**src/hw/rtl/iqhp_pkg.sv**
```systemverilog
// ----------------------------------------------------------------------------
// iqhp_pkg
// Shared types and constants for the IQ quantiser and code packer.
// ----------------------------------------------------------------------------
package iqhp_pkg;

    localparam int BYTE_BITS    = 8;
    localparam int S_DATA_BITS  = 96;
    localparam int M_DATA_BITS  = 8;

    typedef enum logic [1:0] {
        OP_LOAD   = 2'd0,
        OP_ENCODE = 2'd1,
        OP_MARKER = 2'd2,
        OP_FLUSH  = 2'd3
    } t_op;

    // Command to the packer row in this cycle.
    typedef struct packed {
        logic shift;
        logic bit_in;
        logic flush;
    } t_pack_ctl;

    // Byte produced by the packer row in this cycle.
    typedef struct packed {
        logic                 done;
        logic [BYTE_BITS-1:0] data;
    } t_pack_out;

endpackage

```
**src/hw/rtl/iq_quantize_huffman_packer_top.sv**
```systemverilog
// ----------------------------------------------------------------------------
// iq_quantize_huffman_packer_top
// Nearest-level quantiser for IQ samples with variable-length codes and an
// MSB-first byte packer.
// ----------------------------------------------------------------------------
// A new beat is accepted only in idle, once the previous item is done. An encode
// scans the n entries in use one a cycle, then for each of the real and imaginary
// codes reads the entry and shifts out its bits, then releases the last byte; a
// marker sends the code of the last entry in use and a flush pads the partial byte.
// Output back-pressure stalls the bit shifting. Synchronous active-low reset
// clears the packer and sets the dictionary size to 1; tables are not cleared.
module iq_quantize_huffman_packer_top #(
    parameter int DICT_DEPTH    = 64,
    parameter int MAX_CODE_BITS = 32,
    parameter int SAMPLE_BITS   = 16
) (
    input  logic                              i_clk,
    input  logic                              i_rst_n,
    input  logic                              i_cfg_valid,
    output logic                              o_cfg_ready,
    input  logic [6:0]                        i_cfg_data,   // dict_size
    input  logic                              i_s_tvalid,
    output logic                              o_s_tready,
    // entry_index[5:0], entry_value[21:6], entry_code[53:22],
    // entry_code_length[59:54], sample_real[75:60], sample_imag[91:76]
    input  logic [iqhp_pkg::S_DATA_BITS-1:0]  i_s_tdata,
    input  logic [1:0]                        i_s_tuser,    // operation
    output logic                              o_m_tvalid,
    input  logic                              i_m_tready,
    output logic [iqhp_pkg::M_DATA_BITS-1:0]  o_m_tdata,    // out_byte
    output logic                              o_m_tlast     // last_byte
);
    import iqhp_pkg::*;

    localparam int AW = (DICT_DEPTH > 1) ? $clog2(DICT_DEPTH) : 1;
    localparam int CB = MAX_CODE_BITS;
    localparam int SB = SAMPLE_BITS;
    localparam int LW = $clog2(MAX_CODE_BITS + 1);
    localparam int CW = (AW + 1 > 7) ? AW + 1 : 7;
    localparam int MW = SB + CB + LW;

    typedef enum logic [2:0] {
        ST_IDLE, ST_SCAN, ST_WAIT, ST_RDW, ST_RD1, ST_SHIFT, ST_FLUSH, ST_END
    } t_state;

    t_state            r_st;
    logic [6:0]        r_dict;
    logic [AW-1:0]     r_raddr;
    logic [AW-1:0]     r_didx;
    logic              r_dv;
    logic [MW-1:0]     r_rd;
    logic [MW-1:0]     mem [DICT_DEPTH];
    logic signed [SB-1:0] r_sr, r_si;
    logic [AW-1:0]     r_br, r_bi;
    logic [SB:0]       r_dr, r_di;
    logic              r_imag;
    logic [CB-1:0]     r_code;
    logic [LW-1:0]     r_len;
    logic [7:0]        r_hold;
    logic              r_hold_v;
    logic              r_o_v;
    logic [7:0]        r_o_data;
    logic              r_o_last;

    t_pack_ctl         w_ctl;
    t_pack_out         w_pout;

    // Input field extraction.
    t_op               w_op;
    logic [5:0]        w_idx;
    logic [31:0]       w_v32, w_r32, w_i32;
    logic [63:0]       w_c64;
    logic [5:0]        w_len6;
    logic [LW-1:0]     w_len;
    logic [CB-1:0]     w_mask;
    logic              w_acc;
    logic [CW-1:0]     w_dext;
    logic [AW-1:0]     w_last;
    logic              w_out_busy;
    logic              w_stall;

    assign w_op   = t_op'(i_s_tuser);
    assign w_idx  = i_s_tdata[5:0];
    assign w_v32  = 32'($signed(i_s_tdata[21:6]));
    assign w_c64  = 64'(i_s_tdata[53:22]);
    assign w_len6 = i_s_tdata[59:54];
    assign w_r32  = 32'($signed(i_s_tdata[75:60]));
    assign w_i32  = 32'($signed(i_s_tdata[91:76]));
    assign w_acc  = i_s_tvalid && o_s_tready;

    assign o_s_tready  = (r_st == ST_IDLE);
    assign o_cfg_ready = 1'b1;

    always_comb begin
        if (7'(w_len6) > 7'(MAX_CODE_BITS)) begin
            w_len = LW'(MAX_CODE_BITS);
        end else begin
            w_len = LW'(w_len6);
        end
        for (int j = 0; j < CB; j++) begin
            w_mask[j] = (j < int'(w_len));
        end
    end

    // Out-of-range sizes clamp to one entry or to the full table.
    assign w_dext = CW'(r_dict);
    always_comb begin
        priority if (w_dext == '0) begin
            w_last = '0;
        end else if (w_dext > CW'(DICT_DEPTH)) begin
            w_last = AW'(DICT_DEPTH - 1);
        end else begin
            w_last = AW'(w_dext - CW'(1));
        end
    end

    // Table memory: one write and one registered read per cycle.
    always_ff @(posedge i_clk) begin
        if (w_acc && (w_op == OP_LOAD) && (CW'(w_idx) < CW'(DICT_DEPTH))) begin
            mem[AW'(w_idx)] <= {w_v32[SB-1:0], w_c64[CB-1:0] & w_mask, w_len};
        end
        r_rd <= mem[r_raddr];
    end

    // Distance compare for the entry read back in this cycle.
    logic signed [SB-1:0] w_lvl;
    logic signed [SB:0]   w_er, w_ei;
    logic [SB:0]          w_ar, w_ai;
    logic [AW-1:0]        n_br, n_bi;
    logic [SB:0]          n_dr, n_di;

    assign w_lvl = r_rd[MW-1 -: SB];

    always_comb begin
        w_er = $signed({r_sr[SB-1], r_sr}) - $signed({w_lvl[SB-1], w_lvl});
        w_ei = $signed({r_si[SB-1], r_si}) - $signed({w_lvl[SB-1], w_lvl});
        w_ar = w_er[SB] ? (SB+1)'(-w_er) : w_er;
        w_ai = w_ei[SB] ? (SB+1)'(-w_ei) : w_ei;
        n_br = r_br;
        n_bi = r_bi;
        n_dr = r_dr;
        n_di = r_di;
        if (r_dv) begin
            if ((r_didx == '0) || (w_ar < r_dr)) begin
                n_br = r_didx;
                n_dr = w_ar;
            end
            if ((r_didx == '0) || (w_ai < r_di)) begin
                n_bi = r_didx;
                n_di = w_ai;
            end
        end
    end

    assign w_out_busy = r_o_v && !i_m_tready;
    assign w_stall    = r_hold_v && w_out_busy;

    always_comb begin
        w_ctl.shift  = (r_st == ST_SHIFT) && (r_len != '0) && !w_stall;
        w_ctl.bit_in = r_code[CB-1];
        w_ctl.flush  = (r_st == ST_FLUSH) && !w_stall;
    end

    iqhp_packer u_packer (
        .i_clk   (i_clk),
        .i_rst_n (i_rst_n),
        .i_ctl   (w_ctl),
        .o_out   (w_pout)
    );

    logic [CB-1:0] w_rcode;
    logic [LW-1:0] w_rlen;
    assign w_rcode = r_rd[LW +: CB];
    assign w_rlen  = r_rd[LW-1:0];

    always_ff @(posedge i_clk) begin
        if (!i_rst_n) begin
            r_st     <= ST_IDLE;
            r_dict   <= 7'd1;
            r_dv     <= 1'b0;
            r_hold_v <= 1'b0;
            r_o_v    <= 1'b0;
            r_imag   <= 1'b0;
            r_raddr  <= '0;
        end else begin
            if (i_cfg_valid) begin
                r_dict <= i_cfg_data;
            end
            r_dv   <= (r_st == ST_SCAN);
            r_didx <= r_raddr;
            r_br   <= n_br;
            r_bi   <= n_bi;
            r_dr   <= n_dr;
            r_di   <= n_di;

            if (r_o_v && i_m_tready) begin
                r_o_v <= 1'b0;
            end
            // A new byte pushes the held one out; the last one waits for
            // the end of the item so that it can carry the last flag.
            if (w_pout.done) begin
                if (r_hold_v) begin
                    r_o_v    <= 1'b1;
                    r_o_data <= r_hold;
                    r_o_last <= 1'b0;
                end
                r_hold   <= w_pout.data;
                r_hold_v <= 1'b1;
            end

            unique case (r_st)
                ST_IDLE: begin
                    if (w_acc) begin
                        r_sr <= w_r32[SB-1:0];
                        r_si <= w_i32[SB-1:0];
                        unique case (w_op)
                            OP_LOAD: r_st <= ST_IDLE;
                            OP_ENCODE: begin
                                r_raddr <= '0;
                                r_imag  <= 1'b0;
                                r_st    <= ST_SCAN;
                            end
                            OP_MARKER: begin
                                r_raddr <= w_last;
                                r_imag  <= 1'b1;
                                r_st    <= ST_RDW;
                            end
                            OP_FLUSH: r_st <= ST_FLUSH;
                            default: r_st <= ST_IDLE;
                        endcase
                    end
                end
                ST_SCAN: begin
                    if (r_raddr == w_last) begin
                        r_st <= ST_WAIT;
                    end else begin
                        r_raddr <= r_raddr + AW'(1);
                    end
                end
                ST_WAIT: begin
                    r_raddr <= n_br;
                    r_st    <= ST_RDW;
                end
                ST_RDW: r_st <= ST_RD1;
                ST_RD1: begin
                    r_code <= CB'(w_rcode << (LW'(CB) - w_rlen));
                    r_len  <= w_rlen;
                    r_st   <= ST_SHIFT;
                end
                ST_SHIFT: begin
                    if (r_len == '0) begin
                        if (!r_imag) begin
                            r_imag  <= 1'b1;
                            r_raddr <= r_bi;
                            r_st    <= ST_RDW;
                        end else begin
                            r_st <= ST_END;
                        end
                    end else if (!w_stall) begin
                        r_code <= r_code << 1;
                        r_len  <= r_len - LW'(1);
                    end
                end
                ST_FLUSH: begin
                    if (!w_stall) begin
                        r_st <= ST_END;
                    end
                end
                ST_END: begin
                    if (!r_hold_v) begin
                        r_st <= ST_IDLE;
                    end else if (!w_out_busy) begin
                        r_o_v    <= 1'b1;
                        r_o_data <= r_hold;
                        r_o_last <= 1'b1;
                        r_hold_v <= 1'b0;
                        r_st     <= ST_IDLE;
                    end
                end
                default: r_st <= ST_IDLE;
            endcase
        end
    end

    assign o_m_tvalid = r_o_v;
    assign o_m_tdata  = r_o_data;
    assign o_m_tlast  = r_o_last;

    // No byte may be held back once the block takes a new item.
    a_idle_drained: assert property (@(posedge i_clk) disable iff (!i_rst_n)
        o_s_tready |-> !r_hold_v)
        else $error("held byte left over at idle");

    // A byte only moves out of the hold register into a free output stage.
    a_no_overwrite: assert property (@(posedge i_clk) disable iff (!i_rst_n)
        (w_pout.done && r_hold_v) |-> !w_out_busy)
        else $error("output byte overwritten");

    // Scan reads never go past the last entry in use.
    a_scan_range: assert property (@(posedge i_clk) disable iff (!i_rst_n)
        r_dv |-> (r_didx <= w_last))
        else $error("scan index beyond dictionary size");

    // The byte released at the end of an item carries the last flag.
    a_end_last: assert property (@(posedge i_clk) disable iff (!i_rst_n)
        (r_st == ST_END && r_hold_v && !w_out_busy) |=> (r_o_v && r_o_last))
        else $error("last byte not flagged");
endmodule

```
**src/hw/rtl/iqhp_bit_cell.sv**
```systemverilog
// ----------------------------------------------------------------------------
// iqhp_bit_cell
// One pending bit of the packer; passes its bit to the next cell on a shift.
// ----------------------------------------------------------------------------
module iqhp_bit_cell (
    input  logic i_clk,
    input  logic i_rst_n,
    input  logic i_shift,
    input  logic i_clear,
    input  logic i_bit,
    output logic o_bit
);
    logic r_bit;

    always_ff @(posedge i_clk) begin
        if (!i_rst_n) begin
            r_bit <= 1'b0;
        end else if (i_clear) begin
            r_bit <= 1'b0;
        end else if (i_shift) begin
            r_bit <= i_bit;
        end
    end

    assign o_bit = r_bit;
endmodule

```
**src/hw/rtl/iqhp_packer.sv**
```systemverilog
// ----------------------------------------------------------------------------
// iqhp_packer
// Row of seven bit cells with a fill count; forms a byte on the eighth bit
// or pads the partial byte with zeros on a flush.
// ----------------------------------------------------------------------------
module iqhp_packer (
    input  logic               i_clk,
    input  logic               i_rst_n,
    input  iqhp_pkg::t_pack_ctl i_ctl,
    output iqhp_pkg::t_pack_out o_out
);
    import iqhp_pkg::*;

    localparam int NCELL = BYTE_BITS - 1;

    logic [NCELL-1:0] w_bits;
    logic [NCELL-1:0] w_chain;
    logic [2:0]       r_cnt;
    logic             w_full;
    logic             w_clear;

    assign w_chain = {w_bits[NCELL-2:0], i_ctl.bit_in};
    assign w_full  = i_ctl.shift && (r_cnt == 3'(NCELL));
    assign w_clear = w_full || (i_ctl.flush && (r_cnt != 3'd0));

    for (genvar k = 0; k < NCELL; k++) begin : g_cell
        iqhp_bit_cell u_cell (
            .i_clk   (i_clk),
            .i_rst_n (i_rst_n),
            .i_shift (i_ctl.shift),
            .i_clear (w_clear),
            .i_bit   (w_chain[k]),
            .o_bit   (w_bits[k])
        );
    end

    always_ff @(posedge i_clk) begin
        if (!i_rst_n) begin
            r_cnt <= 3'd0;
        end else if (w_clear) begin
            r_cnt <= 3'd0;
        end else if (i_ctl.shift) begin
            r_cnt <= r_cnt + 3'd1;
        end
    end

    // Cell 0 holds the newest bit, so the oldest bit lands in bit 7.
    always_comb begin
        o_out.done = w_clear;
        if (w_full) begin
            o_out.data = {w_bits, i_ctl.bit_in};
        end else begin
            o_out.data = 8'({1'b0, w_bits} << (4'd8 - {1'b0, r_cnt}));
        end
    end
endmodule
```
**config.mk**
```make
export PLATFORM = sky130hd
export DESIGN_NAME = iq_quantize_huffman_packer_top
export DESIGN_NICKNAME = d
export VERILOG_FILES = /design/src/hw/rtl/iqhp_pkg.sv /design/src/hw/rtl/iq_quantize_huffman_packer_top.sv /design/src/hw/rtl/iqhp_bit_cell.sv /design/src/hw/rtl/iqhp_packer.sv
export SDC_FILE = /design/constraint.sdc
export NUM_CORES = 2
export LEC_CHECK = 0
export BUFFER_PORTS_ARGS = -buffer_cell sky130_fd_sc_hd__buf_2
export CORE_MARGIN = 4
export CORE_UTILIZATION = 29
export CTS_BUF_LIST = sky130_fd_sc_hd__clkbuf_16
export DETAILED_ROUTE_END_ITERATION = 10
export GPL_ROUTABILITY_DRIVEN = 0
export SYNTH_ARGS = -nofsm -noshare
export SYNTH_HDL_FRONTEND = slang
export SYNTH_HIERARCHICAL = 1
export SYNTH_SLANG_ARGS = --single-unit
```
**constraint.sdc**
```tcl
create_clock -name i_clk -period 12.53 [get_ports i_clk]
set_clock_uncertainty 0.2 [all_clocks]
set_input_delay 2.506 -clock i_clk [delete_from_list [all_inputs] [get_ports i_clk]]
set_output_delay 2.506 -clock i_clk [all_outputs]
set_load 0.03 [all_outputs]
```
==> results by group <==
Run status
  • Status: finished, final reports clean

Critical path
  • WP buf/inv: 4
  • Worst path required time: between 10 and 15 ns
  • Worst r2r src: r_si[0]$_DFFE_PP_
  • Worst path most repeated cell: inv_1
  • Crit. End Element: register
  • CP Cell Sequence: buf_2, inv_1, ha_1, nand4_1, inv_1, nand3_1, nor2_4, buf_4
  • Critical Path Source: i_s_tuser[0]
  • CP max FO: 33
  • Worst path arrival time: between 6 and 7 ns
  • Critical setup path kind: input pin to register
  • Worst path slowest cell: nor2_4
  • Largest stage delay, worst path: roughly 1.2 ns
  • CP delay by family, top: simple AND/OR/NAND/NOR gates
  • Startpoint Class: input pin

Pwr
  • Peak VDD IR: around 0.13 mV
  • Static Leak: a little over 50 nW
  • Pwr Density: between 150 and 200 nW/um^2

Global route
  • First-pass GRT wire length: 545.6 mm
  • Pin count of the biggest net entering global routing: between 100 and 150
  • Total grt overflow: 0
  • Total global-route track usage: 0.1488
  • Initial antenna violation count: 36
  • Vias in the first global route: 70108

Cells and area
  • Area Overhead vs Synth: 14.93%
  • Commonest non-fill, non-tap cell in the layout: edfxtp_1
  • Layout Nets: slightly below 7000
  • Layout cells sized above 1: 0.3056
  • Final Instance Area: between 150000 and 200000 sq um
  • # fillers: about 46000
  • Most frequent cells in the layout: edfxtp_1, mux4_2, clkbuf_16

Floorplanning
  • Core area: a little under 500000 sq um
  • I/O Pins: 122
  • Chip Width: 713.5 um
  • Die Y: about 700 um
  • Initial cell density of the core: 0.2916
  • Die ar.: approximately 500000 sq um
  • Core Rows: between 200 and 300

Place
  • Area of placed instances: roughly 150000 sq um
  • Port-buffer cells: 116
  • Hpwl dp: 210.0 mm

Route
  • Total wire length: around 400 mm
  • Vias per cell: between 5 and 6
  • Met2 WL: 181.4 mm
  • DRT Pass-1 Iters: 6
  • DRC Markers: 0
  • Starting DRC count in detailed routing: 9169
  • DRT antenna net count: 0
  • Routed len/inst: 28.46 um
  • Met1 wire length: ~160 mm
  • DR WL met3: 34.74 mm
  • Max layer used: met5
  • Via Count: approximately 70000

Logic synthesis
  • Main synth FF type: edfxtp_1
  • Ys async rst share: 0
  • Sequential-to-total area share from yosys stat: 0.7596
  • Synth cell types: 84
  • Top cell type's share of synthesized area: 0.7480
  • Post-synth top area cell: edfxtp_1
  • Register bit total from synthesis: between 3000 and 4000
  • Post-Syn Nets: approximately 6500
  • Syn Area/Cell: approximately 23 sq um
  • Ranking of synthesized cells by area: edfxtp_1, mux4_2, dfxtp_1
  • Post-Syn Area: between 100000 and 150000 sq um
  • Post-synth EDFFs: roughly 3600
  • Syn Inst Count: about 6300
  • Warning count from the yosys run: 6

CTS
  • Post-cts gate resize count: 0
  • Post-CTS setup repair buffer count: 0
  • Clk_lat worst skew: between 0.9 and 1 ns
  • Clock transition at path regs: roughly 0.06 ns
  • CTS tree: done
  • Cts bufs inserted: ~360
  • Clk sinks: approximately 3700
  • Hold Buf Count CTS: 0
  • Clk buf depth: 4
  • H-tree Lvls: 5
  • Root Buffer: clkbuf_16

STA
  • Fin crit share: 0.5294
  • Setup_tns: 0 ns
  • Final Hold Viols: 0
  • Slew Limit Headroom: 0.09204
  • Final Setup Violations: 0
  • Slew Viols, Final: 0
  • Period minus WS final: roughly 6.6 ns
  • Slew of the pin with the lowest slew margin: 1.348 ns
  • Peak Freq: between 150 and 200 MHz
  • RSZ-0062 raised after global routing: false

Hold path
  • Hold Startpoint: r_didx[5]$_DFFE_PP_
  • Min-delay worst type: register to register

Run
  • MaxCap Viol Count: 0
[sequential cells by signal (all words and copies together), names as in the netlist, 8 cells and up]
register	flops
mem	3456
o_m_tdata	8
r_code	32
r_di	17
r_dr	17
r_hold	8
r_rd	54
r_si	16
r_sr	16
[path summary, 6_finish.rpt]
kind | slack (ns) | to | cells past startpoint
worst max-delay path | 5.90 | mem[47][41]$_DFFE_PP_ | 8
worst min-delay path | 0.28 | r_bi[5]$_DFFE_PP_ | 0
worst max register to register | 6.39 | r_di[0]$_DFFE_PP_ | 21
worst min register to register | 0.28 | r_bi[5]$_DFFE_PP_ | 0
[cell families (layout without fill, tap and decap cells)]
group / count (synthesis) / in the layout / share of synthesized area
DFF: 3679 / 3679 / 0.7596
muxes: 1244 / 1244 / 0.1845
and+or+nand+nor: 488 / 488 / 0.01632
buffers and inverters: 423 / 1068 / 0.01161
AOI/OAI and AO/OA: 361 / 361 / 0.01647
adders and majority gates: 82 / 82 / 0.007213
xor gates and xnor gates: 69 / 69 / 0.004239
other: 1 / 29 / 0.00002598
[stage by stage]
stage	cells	total power, mW	hold slack (ns)	util	worst slack [ns]
global route	13624	33.44	0.2946	0.3351	5.567
CTS	13621	32.41	0.2788	0.3350	5.898
finish	13650	32.12	0.2790	0.3352	5.897
detailed placement	12981	21.85	0.2759	0.3121	4.992
global placement	12981	21.81	0.2610	0.3121	4.958
floorplan	6347	19.58	0.2064	-	4.191
[cell type report]
| cell class | instances | area [sq um] | share of cell area |
|---|---|---|---|
| clock buffers | 366 | 9159 | 0.05522 |
| repair buffers | 330 | 2312 | 0.01394 |
| multi-input cells | 2245 | 33810 | 0.2038 |
| inverters | 98 | 367.9 | 0.002218 |
| well taps | 6630 | 8295 | 0.05001 |
| clock inverters | 274 | 2198 | 0.01325 |
| flip-flops and latches | 3679 | 109700 | 0.6611 |
| diodes | 28 | 70.07 | 0.0004224 |
[report_power, final]
| group | switching, mW | internal [mW] | leakage (nW) |
|---|---|---|---|
| sequential | 0.236 | 13.8 | 33.2 |
| clock | 4.60 | 5.97 | 5.81 |
| combinational | 4.12 | 3.34 | 11.3 |
| total | 8.96 | 23.2 | 50.4 |
[synth_stat cells (6+ instances only)]
master	n
o21a_1	14
nor4_1	9
nor3_1	22
mux2i_1	79
nand4_1	12
buf_1	67
o211a_1	6
a21boi_0	15
and2_1	11
ha_1	80
a21o_1	14
nor3b_2	7
o31ai_1	9
nand3_1	29
mux2_2	36
a22o_1	13
o211ai_1	15
xor2_1	22
nor2_1	157
a31oi_1	9
nand2b_1	9
inv_1	98
and3_1	12
or3_1	8
nor2b_1	37
a21oi_1	78
buf_2	49
o21ai_0	111
a222oi_1	6
dfxtp_1	84
xnor2_1	46
nand3b_1	10
mux4_2	1128
clkbuf_1	204
a211oi_1	14
nand2_1	142
edfxtp_1	3595
[routing by layer]
metal	track usage	vias to the layer above
li1	-	27747
met3	0.03209	604
met5	0	-
met2	0.2339	3249
met1	0.2088	38211
met4	0.04157	8
No activity file was read; power rests on OpenSTA's default activity.
